[src/rtl/core/zncc_best_reference_frame_assert.svh]
// ----------------------------------------------------------------------------
// Assertion macros for the reference frame matcher
// Concurrent checks on the block's own control logic, empty for synthesis.
// ----------------------------------------------------------------------------
`ifndef ZNCC_BEST_REFERENCE_FRAME_ASSERT_SVH
`define ZNCC_BEST_REFERENCE_FRAME_ASSERT_SVH
`ifndef SYNTHESIS
`define ZBRF_ASSERT_IMP(label, ante, cons) \
    label: assert property (@(posedge clk) disable iff (!rst_n) (ante) |-> (cons)) \
        else $error("zbrf: same-cycle check failed");
`define ZBRF_ASSERT_NXT(label, ante, cons) \
    label: assert property (@(posedge clk) disable iff (!rst_n) (ante) |=> (cons)) \
        else $error("zbrf: next-cycle check failed");
`else
`define ZBRF_ASSERT_IMP(label, ante, cons)
`define ZBRF_ASSERT_NXT(label, ante, cons)
`endif
`endif

[src/rtl/core/zbrf_pkg.sv]
// ----------------------------------------------------------------------------
// Reference frame matcher package
// Field widths, constants and the command and status words between the
// controller and the datapath.
// ----------------------------------------------------------------------------
package zbrf_pkg;

    localparam int SAMPLE_W = 16;
    localparam int SLOT_W   = 3;
    localparam int INDEX_W  = 9;
    localparam int THR_W    = 10;
    localparam int KMAX_W   = 4;
    localparam int SCALE_W  = 20;

    localparam logic [THR_W-1:0]   THR_RESET       = 10'd200;
    localparam logic [SCALE_W-1:0] PER_MILLE_SCALE = 20'd1000000;

    typedef enum logic [2:0] {
        MUL_CC     = 3'd0,
        MUL_SQ_BR  = 3'd1,
        MUL_BB     = 3'd2,
        MUL_SQ_R   = 3'd3,
        MUL_SQ_SC  = 3'd4,
        MUL_TT     = 3'd5,
        MUL_SQ_M   = 3'd6,
        MUL_RHS_BR = 3'd7
    } mul_op_t;

    typedef struct packed {
        logic              clear_en;
        logic              mac_rd;
        logic              mic_update;
        logic              calc_m;
        logic              calc_mv;
        logic              calc_p;
        logic              calc_cr;
        logic              take;
        logic              mul_start;
        mul_op_t           mul_op;
        logic              load_result;
        logic              result_found;
        logic              clear_acc;
        logic [KMAX_W-1:0] k;
    } zbrf_cmd_t;

    typedef struct packed {
        logic clear_done;
        logic count_full;
        logic mul_busy;
        logic mul_done;
        logic candidate;
        logic have;
        logic lhs_gt;
        logic lhs_ge;
        logic out_free;
    } zbrf_status_t;

endpackage

[src/rtl/core/zbrf_controller.sv]
// ----------------------------------------------------------------------------
// Reference frame matcher controller
// Sequences the store clearing, the per-sample accumulation and the
// end-of-frame scoring, and issues commands to the datapath.
// ----------------------------------------------------------------------------
`include "zncc_best_reference_frame_assert.svh"

module zbrf_controller
    import zbrf_pkg::*;
#(
    parameter int HISTORY_FRAMES = 6
)
(
    input  logic         clk,
    input  logic         rst_n,
    input  logic         in_valid,
    input  logic         in_op,
    input  logic         in_last,
    output logic         in_ready,
    input  zbrf_status_t status,
    output zbrf_cmd_t    cmd
);

    localparam int KW = $clog2(HISTORY_FRAMES);
    localparam logic [KW-1:0] K_LAST = KW'(HISTORY_FRAMES - 1);
    localparam logic [2:0] CMP_LAST_STEP = 3'd3;
    localparam logic [2:0] TH_LAST_STEP  = 3'd4;

    typedef enum logic [13:0] {
        ST_CLEAR  = 14'b00000000000001,
        ST_IDLE   = 14'b00000000000010,
        ST_MAC    = 14'b00000000000100,
        ST_DRAIN  = 14'b00000000001000,
        ST_EM1    = 14'b00000000010000,
        ST_EM2    = 14'b00000000100000,
        ST_EP     = 14'b00000001000000,
        ST_ECR    = 14'b00000010000000,
        ST_EDEC   = 14'b00000100000000,
        ST_MSTART = 14'b00001000000000,
        ST_MWAIT  = 14'b00010000000000,
        ST_ECMP   = 14'b00100000000000,
        ST_TCMP   = 14'b01000000000000,
        ST_RESULT = 14'b10000000000000
    } state_t;

    state_t        state_reg, state_next;
    logic [KW-1:0] k_reg, k_next;
    logic [2:0]    step_reg, step_next;
    logic          th_reg, th_next;
    logic          last_reg, last_next;
    logic          found_reg, found_next;
    logic          do_advance;
    logic          accept;

    function automatic mul_op_t cmp_op(input logic [2:0] step);
        case (step)
            3'd0:    return MUL_CC;
            3'd1:    return MUL_SQ_BR;
            3'd2:    return MUL_BB;
            default: return MUL_SQ_R;
        endcase
    endfunction

    function automatic mul_op_t th_op(input logic [2:0] step);
        case (step)
            3'd0:    return MUL_BB;
            3'd1:    return MUL_SQ_SC;
            3'd2:    return MUL_TT;
            3'd3:    return MUL_SQ_M;
            default: return MUL_RHS_BR;
        endcase
    endfunction

    assign accept = in_valid && in_ready;

    always_comb
    begin
        state_next = state_reg;
        k_next     = k_reg;
        step_next  = step_reg;
        th_next    = th_reg;
        last_next  = last_reg;
        found_next = found_reg;
        do_advance = 1'b0;
        in_ready   = 1'b0;
        cmd        = '0;
        cmd.mul_op = MUL_CC;
        cmd.k      = KMAX_W'(k_reg);

        case (state_reg)
            ST_CLEAR:
            begin
                cmd.clear_en = 1'b1;
                if (status.clear_done)
                begin
                    state_next = ST_IDLE;
                end
            end
            ST_IDLE:
            begin
                in_ready = 1'b1;
                if (accept && in_op)
                begin
                    last_next = in_last;
                    if (status.count_full)
                    begin
                        state_next = in_last ? ST_EM1 : ST_IDLE;
                    end
                    else
                    begin
                        k_next     = '0;
                        state_next = ST_MAC;
                    end
                end
            end
            ST_MAC:
            begin
                cmd.mac_rd = 1'b1;
                if (k_reg == K_LAST)
                begin
                    state_next = ST_DRAIN;
                end
                else
                begin
                    k_next = k_reg + 1'b1;
                end
            end
            ST_DRAIN:
            begin
                cmd.mic_update = 1'b1;
                state_next     = last_reg ? ST_EM1 : ST_IDLE;
            end
            ST_EM1:
            begin
                cmd.calc_m = 1'b1;
                state_next = ST_EM2;
            end
            ST_EM2:
            begin
                cmd.calc_mv = 1'b1;
                k_next      = '0;
                state_next  = ST_EP;
            end
            ST_EP:
            begin
                cmd.calc_p = 1'b1;
                state_next = ST_ECR;
            end
            ST_ECR:
            begin
                cmd.calc_cr = 1'b1;
                state_next  = ST_EDEC;
            end
            ST_EDEC:
            begin
                if (!status.candidate)
                begin
                    do_advance = 1'b1;
                end
                else if (!status.have)
                begin
                    cmd.take   = 1'b1;
                    do_advance = 1'b1;
                end
                else
                begin
                    step_next  = '0;
                    th_next    = 1'b0;
                    state_next = ST_MSTART;
                end
            end
            ST_MSTART:
            begin
                cmd.mul_start = 1'b1;
                cmd.mul_op    = th_reg ? th_op(step_reg) : cmp_op(step_reg);
                state_next    = ST_MWAIT;
            end
            ST_MWAIT:
            begin
                if (status.mul_done)
                begin
                    if (th_reg && (step_reg == TH_LAST_STEP))
                    begin
                        state_next = ST_TCMP;
                    end
                    else if (!th_reg && (step_reg == CMP_LAST_STEP))
                    begin
                        state_next = ST_ECMP;
                    end
                    else
                    begin
                        step_next  = step_reg + 1'b1;
                        state_next = ST_MSTART;
                    end
                end
            end
            ST_ECMP:
            begin
                cmd.take   = status.lhs_gt;
                do_advance = 1'b1;
            end
            ST_TCMP:
            begin
                found_next = status.lhs_ge;
                state_next = ST_RESULT;
            end
            ST_RESULT:
            begin
                if (status.out_free)
                begin
                    cmd.load_result  = 1'b1;
                    cmd.result_found = found_reg;
                    cmd.clear_acc    = 1'b1;
                    state_next       = ST_IDLE;
                end
            end
            default:
            begin
                state_next = ST_IDLE;
            end
        endcase

        if (do_advance)
        begin
            if (k_reg == K_LAST)
            begin
                if (status.have || cmd.take)
                begin
                    step_next  = '0;
                    th_next    = 1'b1;
                    state_next = ST_MSTART;
                end
                else
                begin
                    found_next = 1'b0;
                    state_next = ST_RESULT;
                end
            end
            else
            begin
                k_next     = k_reg + 1'b1;
                state_next = ST_EP;
            end
        end
    end

    always_ff @(posedge clk or negedge rst_n)
    begin
        if (!rst_n)
        begin
            state_reg <= ST_CLEAR;
            k_reg     <= '0;
            step_reg  <= '0;
            th_reg    <= 1'b0;
            last_reg  <= 1'b0;
            found_reg <= 1'b0;
        end
        else
        begin
            state_reg <= state_next;
            k_reg     <= k_next;
            step_reg  <= step_next;
            th_reg    <= th_next;
            last_reg  <= last_next;
            found_reg <= found_next;
        end
    end

    `ZBRF_ASSERT_IMP(a_mul_start_idle, cmd.mul_start, !status.mul_busy)
    `ZBRF_ASSERT_IMP(a_load_when_free, cmd.load_result, status.out_free)
    `ZBRF_ASSERT_IMP(a_take_candidate, cmd.take, status.candidate)
    `ZBRF_ASSERT_NXT(a_start_then_wait, cmd.mul_start, status.mul_busy && !in_ready)

endmodule

[config.mk]
export PLATFORM = sky130hd
export DESIGN_NAME = zbrf_controller
export DESIGN_NICKNAME = d
export VERILOG_FILES = /design/src/rtl/core/zbrf_pkg.sv /design/src/rtl/core/zbrf_controller.sv
export VERILOG_INCLUDE_DIRS = /design/src /design/src/rtl/core
export SDC_FILE = /design/constraint.sdc
export NUM_CORES = 1
export LEC_CHECK = 0
export BUFFER_PORTS_ARGS = -buffer_cell sky130_fd_sc_hd__buf_2
export CAP_MARGIN = 10
export CORE_ASPECT_RATIO = 1.25
export CORE_UTILIZATION = 30
export DETAILED_ROUTE_END_ITERATION = 10
export HOLD_SLACK_MARGIN = 0.1
export PLACE_DENSITY = 0.49
export SYNTH_ARGS = -nofsm -noshare
export SYNTH_HDL_FRONTEND = slang
export SYNTH_SLANG_ARGS = --single-unit
[constraint.sdc]
create_clock -name clk -period 2.2 [get_ports clk]
set_input_delay 0.22 -clock clk [delete_from_list [all_inputs] [get_ports clk]]
set_output_delay 0.22 -clock clk [all_outputs]
set_load 0.01 [all_outputs]
Word level (Yosys, flattened, before mapping)

Index checks and enable logic that the tools add are counted.

$add $sub $neg: 2
Equality and inequality tests: 27
Multiplexer cells: 60
Reductions and logical operators: 9

Operators by type and width:

| kind                 | count |
|---|---|
| $pmux 14 s14         | 1 |
| $mux 14              | 10 |
| $mux 3               | 16 |
| $mux 1               | 21 |
| $ne 3x3->1 const B   | 7 |
| $mux 5               | 3 |
| $eq 14x1->1 const B  | 1 |
| $eq 14x10->1 const B | 1 |
| $eq 14x11->1 const B | 1 |
| $eq 14x12->1 const B | 1 |
| $eq 14x13->1 const B | 1 |
| $eq 14x14->1 const B | 1 |
| $eq 14x2->1 const B  | 1 |
| $eq 14x3->1 const B  | 1 |
| $eq 14x4->1 const B  | 1 |
| $eq 14x5->1 const B  | 1 |
| $eq 14x6->1 const B  | 1 |
| $eq 14x7->1 const B  | 1 |
| $eq 14x8->1 const B  | 1 |
| $eq 14x9->1 const B  | 1 |
| $mux 13              | 1 |
| $mux 12              | 1 |
| $pmux 3 s4           | 1 |
| $pmux 3 s3           | 1 |
| 15 further kinds     | 22 |

Register bits after elaboration: 23
Input bits: 14
Output and inout bits: 20
Word-level logic and storage cells: 104

Depth between registers and ports, before layout

Depth in word-level cells: 9
Depth in mapped cells: 8
Gate-level depth less buffers: 8

Worst setup path after synthesis

No wires, ideal clock.

Path kind: register to output
Start point: reg state_reg[4]
End point: out cmd[5] in the netlist's numbering
Arrival: 1.929 ns
Data required time: 1.980 ns
Slack: 0.051 ns
Stages on the path, launching flop included: 6
Path buffers: 1
Path through: dfrtp_1 > buf_2 > nor4_2 > nand4_1 > nor4b_1 > and2_1

RTL lines:

| what                     | line                   | source |
|---|---|---|
| start: declaration       | zbrf_controller.sv:46  | `state_t state_reg, state_next;` |
| start signal: assignment | zbrf_controller.sv:260 | `state_reg <= state_next;` |
| end: declaration         | zbrf_controller.sv:21  | `output zbrf_cmd_t cmd` |

==> flow_summary.ini <==
[power]
intPower_mw = 1.128
powerDensity_nw_per_um2 = 744.4
pwr-share-clk_pct = 15.2
pwr-share-comb_pct = 57.2
pwr-share-seq_pct = 27.6
p_leak_nw = 1.136
swShare_pct = 38.33
peakVddDrop_mv = 0.4143
power_mw = 1.828
p_sw_uw = 700.9

[clock_network]
clk_pin_slew_ns = 0.09
clock_latency_ns = 0.28
root_buffer = clkbuf_8
clkSinkCount = 23
numCtsBuffers = 3
tritoncts = yes
htree_levels = 1
cts_max_path_buffers = 2

[synth]
synth_ff_type = dfrtp_1
yosysWarnings = 0
synth_simple_gate_area_share_pct = 32.27
synth.distinct_cells = 55
synth.area.mux_share_pct = 2.967
syn_area_um2 = 1729
yosysMostFrequentCell = dfrtp_1
synth_area_per_cell_um2 = 8.646
synthArstFlopShare_pct = 100.0
synth_compound_area_share_pct = 17.80
synth_fa_ha_area_share_pct = 5.065
synth_top_family_by_area = simple AND/OR/NAND/NOR gates
synthesis.nets = 221
yosys.area_share.xor_xnor_pct = 2.026
syn_inst = 200
synth_edf_count = 0
synth_area_leaders = dfrtp_1, ha_1, nor3b_1, nand2_1, nor2_1
yosys.area.top_type_share_pct = 31.84
ys_ff_latch = 23
yosysSeqAreaShare_pct = 33.36
synth_common_cells = dfrtp_1, nand2_1, nor2_1
synth_top_area_cell = dfrtp_1

[routing]
vias_per_cell = 5.194
first_pass_iters = 4
drc = 0
num_vias = 1714
wl_per_cell_um = 13.95
dr.first_iter.drc_count = 38
wl_um = 4604
ant_nets = 0

[grt]
grt_pass1_vias = 1732
grt_first_pass_wirelength_um = 7748
grt_max_degree = 24
overflow = 0
track_usage_pct = 16.22
antenna_found_initial = 0

[status]
violations = negative setup slack
status = complete, but fails checks

[final_layout]
nets = 288
layout-drive-gt1-share_pct = 43.23
largest_register_ffs = 14
syn_to_final_growth_pct = 42.04
utilization_pct = 44.82
final_area_um2 = 2456
antenna_cells = 0

[sta]
maxSlewViolCount = 0
rsz0062_at_grt = yes
finalWorstSetupSlack_ns = -0.1185
worst_slew_pin_slew_ns = 0.5564
fin_crit_ns = 2.318
max_freq_ghz = 0.4313
hold_viol_final = 0
whs_ns = 0.1604
finClkSkew_ns = 0.01313
setup_viol = 5
slew_headroom_pct = 62.91
period_share_pct = 105.4
finalSetupTns_ns = -0.2739

[setup_path]
cp-start-kind = flip-flop
setup.worst_path.start = state_reg[1]
required_ns = 1.98
r2r_start = state_reg[7]
criticalPathCategory = flip-flop to output port
worstSetupEndpointType = output port
path_max_fanout = 3
arrival_ns = 2.10

[place]
place.gp.congestion = 0.7684
port_buffers = 31
dpl_cell_area_um2 = 2130
dp_hpwl_um = 3501

[min_path]
min_from = status[7]
hold_path.class = input pin to flip-flop

[die]
dieArea_um2 = 6073
dieHeight_um = 86.88
die_w_um = 69.91
initial_core_util_pct = 31.55
coreArea_um2 = 5480
ios = 34
row_count = 30

[run]
drv_cap = 0
-- critical path, cell delays in order, from the launching register on --
cell and delay (ns):
dfrtp_1 0.39, or4_4 0.57, or4_4 0.45, buf_6 0.14, nor3b_2 0.13, buf_2 0.14
-- routing by layer --
metal | share of wire, % | vias to the layer above | track usage [%] | wire length, um
met5 | 0 | - | 0 | 0
met4 | 2.8 | 0 | 5.818 | 127
met3 | 3.4 | 11 | 1.968 | 158
met2 | 53 | 35 | 31.91 | 2432
met1 | 41 | 806 | 17.66 | 1885
li1 | - | 862 | - | -
-- power by group through the flow --
stage               Sequential [mW]  Combinational (mW)  Clock, mW
floorplan                     0.498               0.532          0
global placement              0.520               0.815          0
detailed placement            0.521               0.810          0
CTS                           0.506               0.916      0.295
global route                  0.513                1.15      0.304
finish                        0.505                1.05      0.277
-- stage by stage --
stage	std cells	setup WS, ns
final	330	-0.1185
after detailed placement	314	0.05871
after CTS	323	-0.1382
after global placement	314	0.05353
after floorplan	200	0.05137
after global routing	330	-0.1857
-- kinds of logic (layout without fill, tap and decap cells) --
| family | after synthesis | after routing |
|---|---|---|
| AOI/OAI and AO/OA | 45 | 45 |
| xor gates and xnor gates | 4 | 4 |
| adders and majority gates | 7 | 7 |
| buffers and inverters | 23 | 89 |
| DFF | 23 | 23 |
| muxes | 5 | 5 |
| other | 1 | 1 |
| and+or+nand+nor | 92 | 92 |
-- repair_timing --
item / in CTS / in global routing
cloned: 0 / 0
endpoints found under the hold margin: 23 / 0
hold buffers: 2 / 0
setup endpoints to repair: 7 / 25
setup buffers: 3 / 7
gates resized for setup: 9 / 29
pin swaps: 3 / 16
-- final timing paths --
path,endpoint,slack [ns],depth (start not counted)
setup / recovery,cmd[15],-0.12,5
hold / removal,state_reg[2],0.16,2
setup reg to reg,k_reg[2],-0.02,6
hold reg to reg,k_reg[0],0.54,1
max in group asynchronous,state_reg[12],1.33,2
min in group asynchronous,last_reg,0.46,2
-- layout by cell type (no fill, tap or decap), types with 3 or more instances in the layout --
| cell type | n |
|---|---|
| a31oi_1 | 3 |
| o21ai_0 | 8 |
| buf_4 | 36 |
| inv_1 | 11 |
| nor3_1 | 4 |
| nor2_1 | 16 |
| o21ai_1 | 4 |
| nand3_1 | 4 |
| clkbuf_8 | 3 |
| and2_1 | 3 |
| nor3b_2 | 4 |
| buf_2 | 31 |
| nand2_1 | 17 |
| nor4_4 | 4 |
| dfrtp_2 | 5 |
| nor3b_1 | 6 |
| buf_6 | 4 |
| a21oi_1 | 9 |
| or4_4 | 5 |
| ha_1 | 7 |
| mux2i_1 | 4 |
| or4_1 | 3 |
| dfrtp_1 | 17 |
-- area by class of cell --
cell class,instances,area (um2)
Fill cell,567,3024
Multi-Input combinational cell,154,1195
Sequential cell,23,583.1
Timing Repair Buffer,74,510.5
Tap cell,64,80.08
Clock buffer,3,41.29
Inverter,11,41.29
Clock inverter,1,5.005
Power figures use the tool's default switching activity.
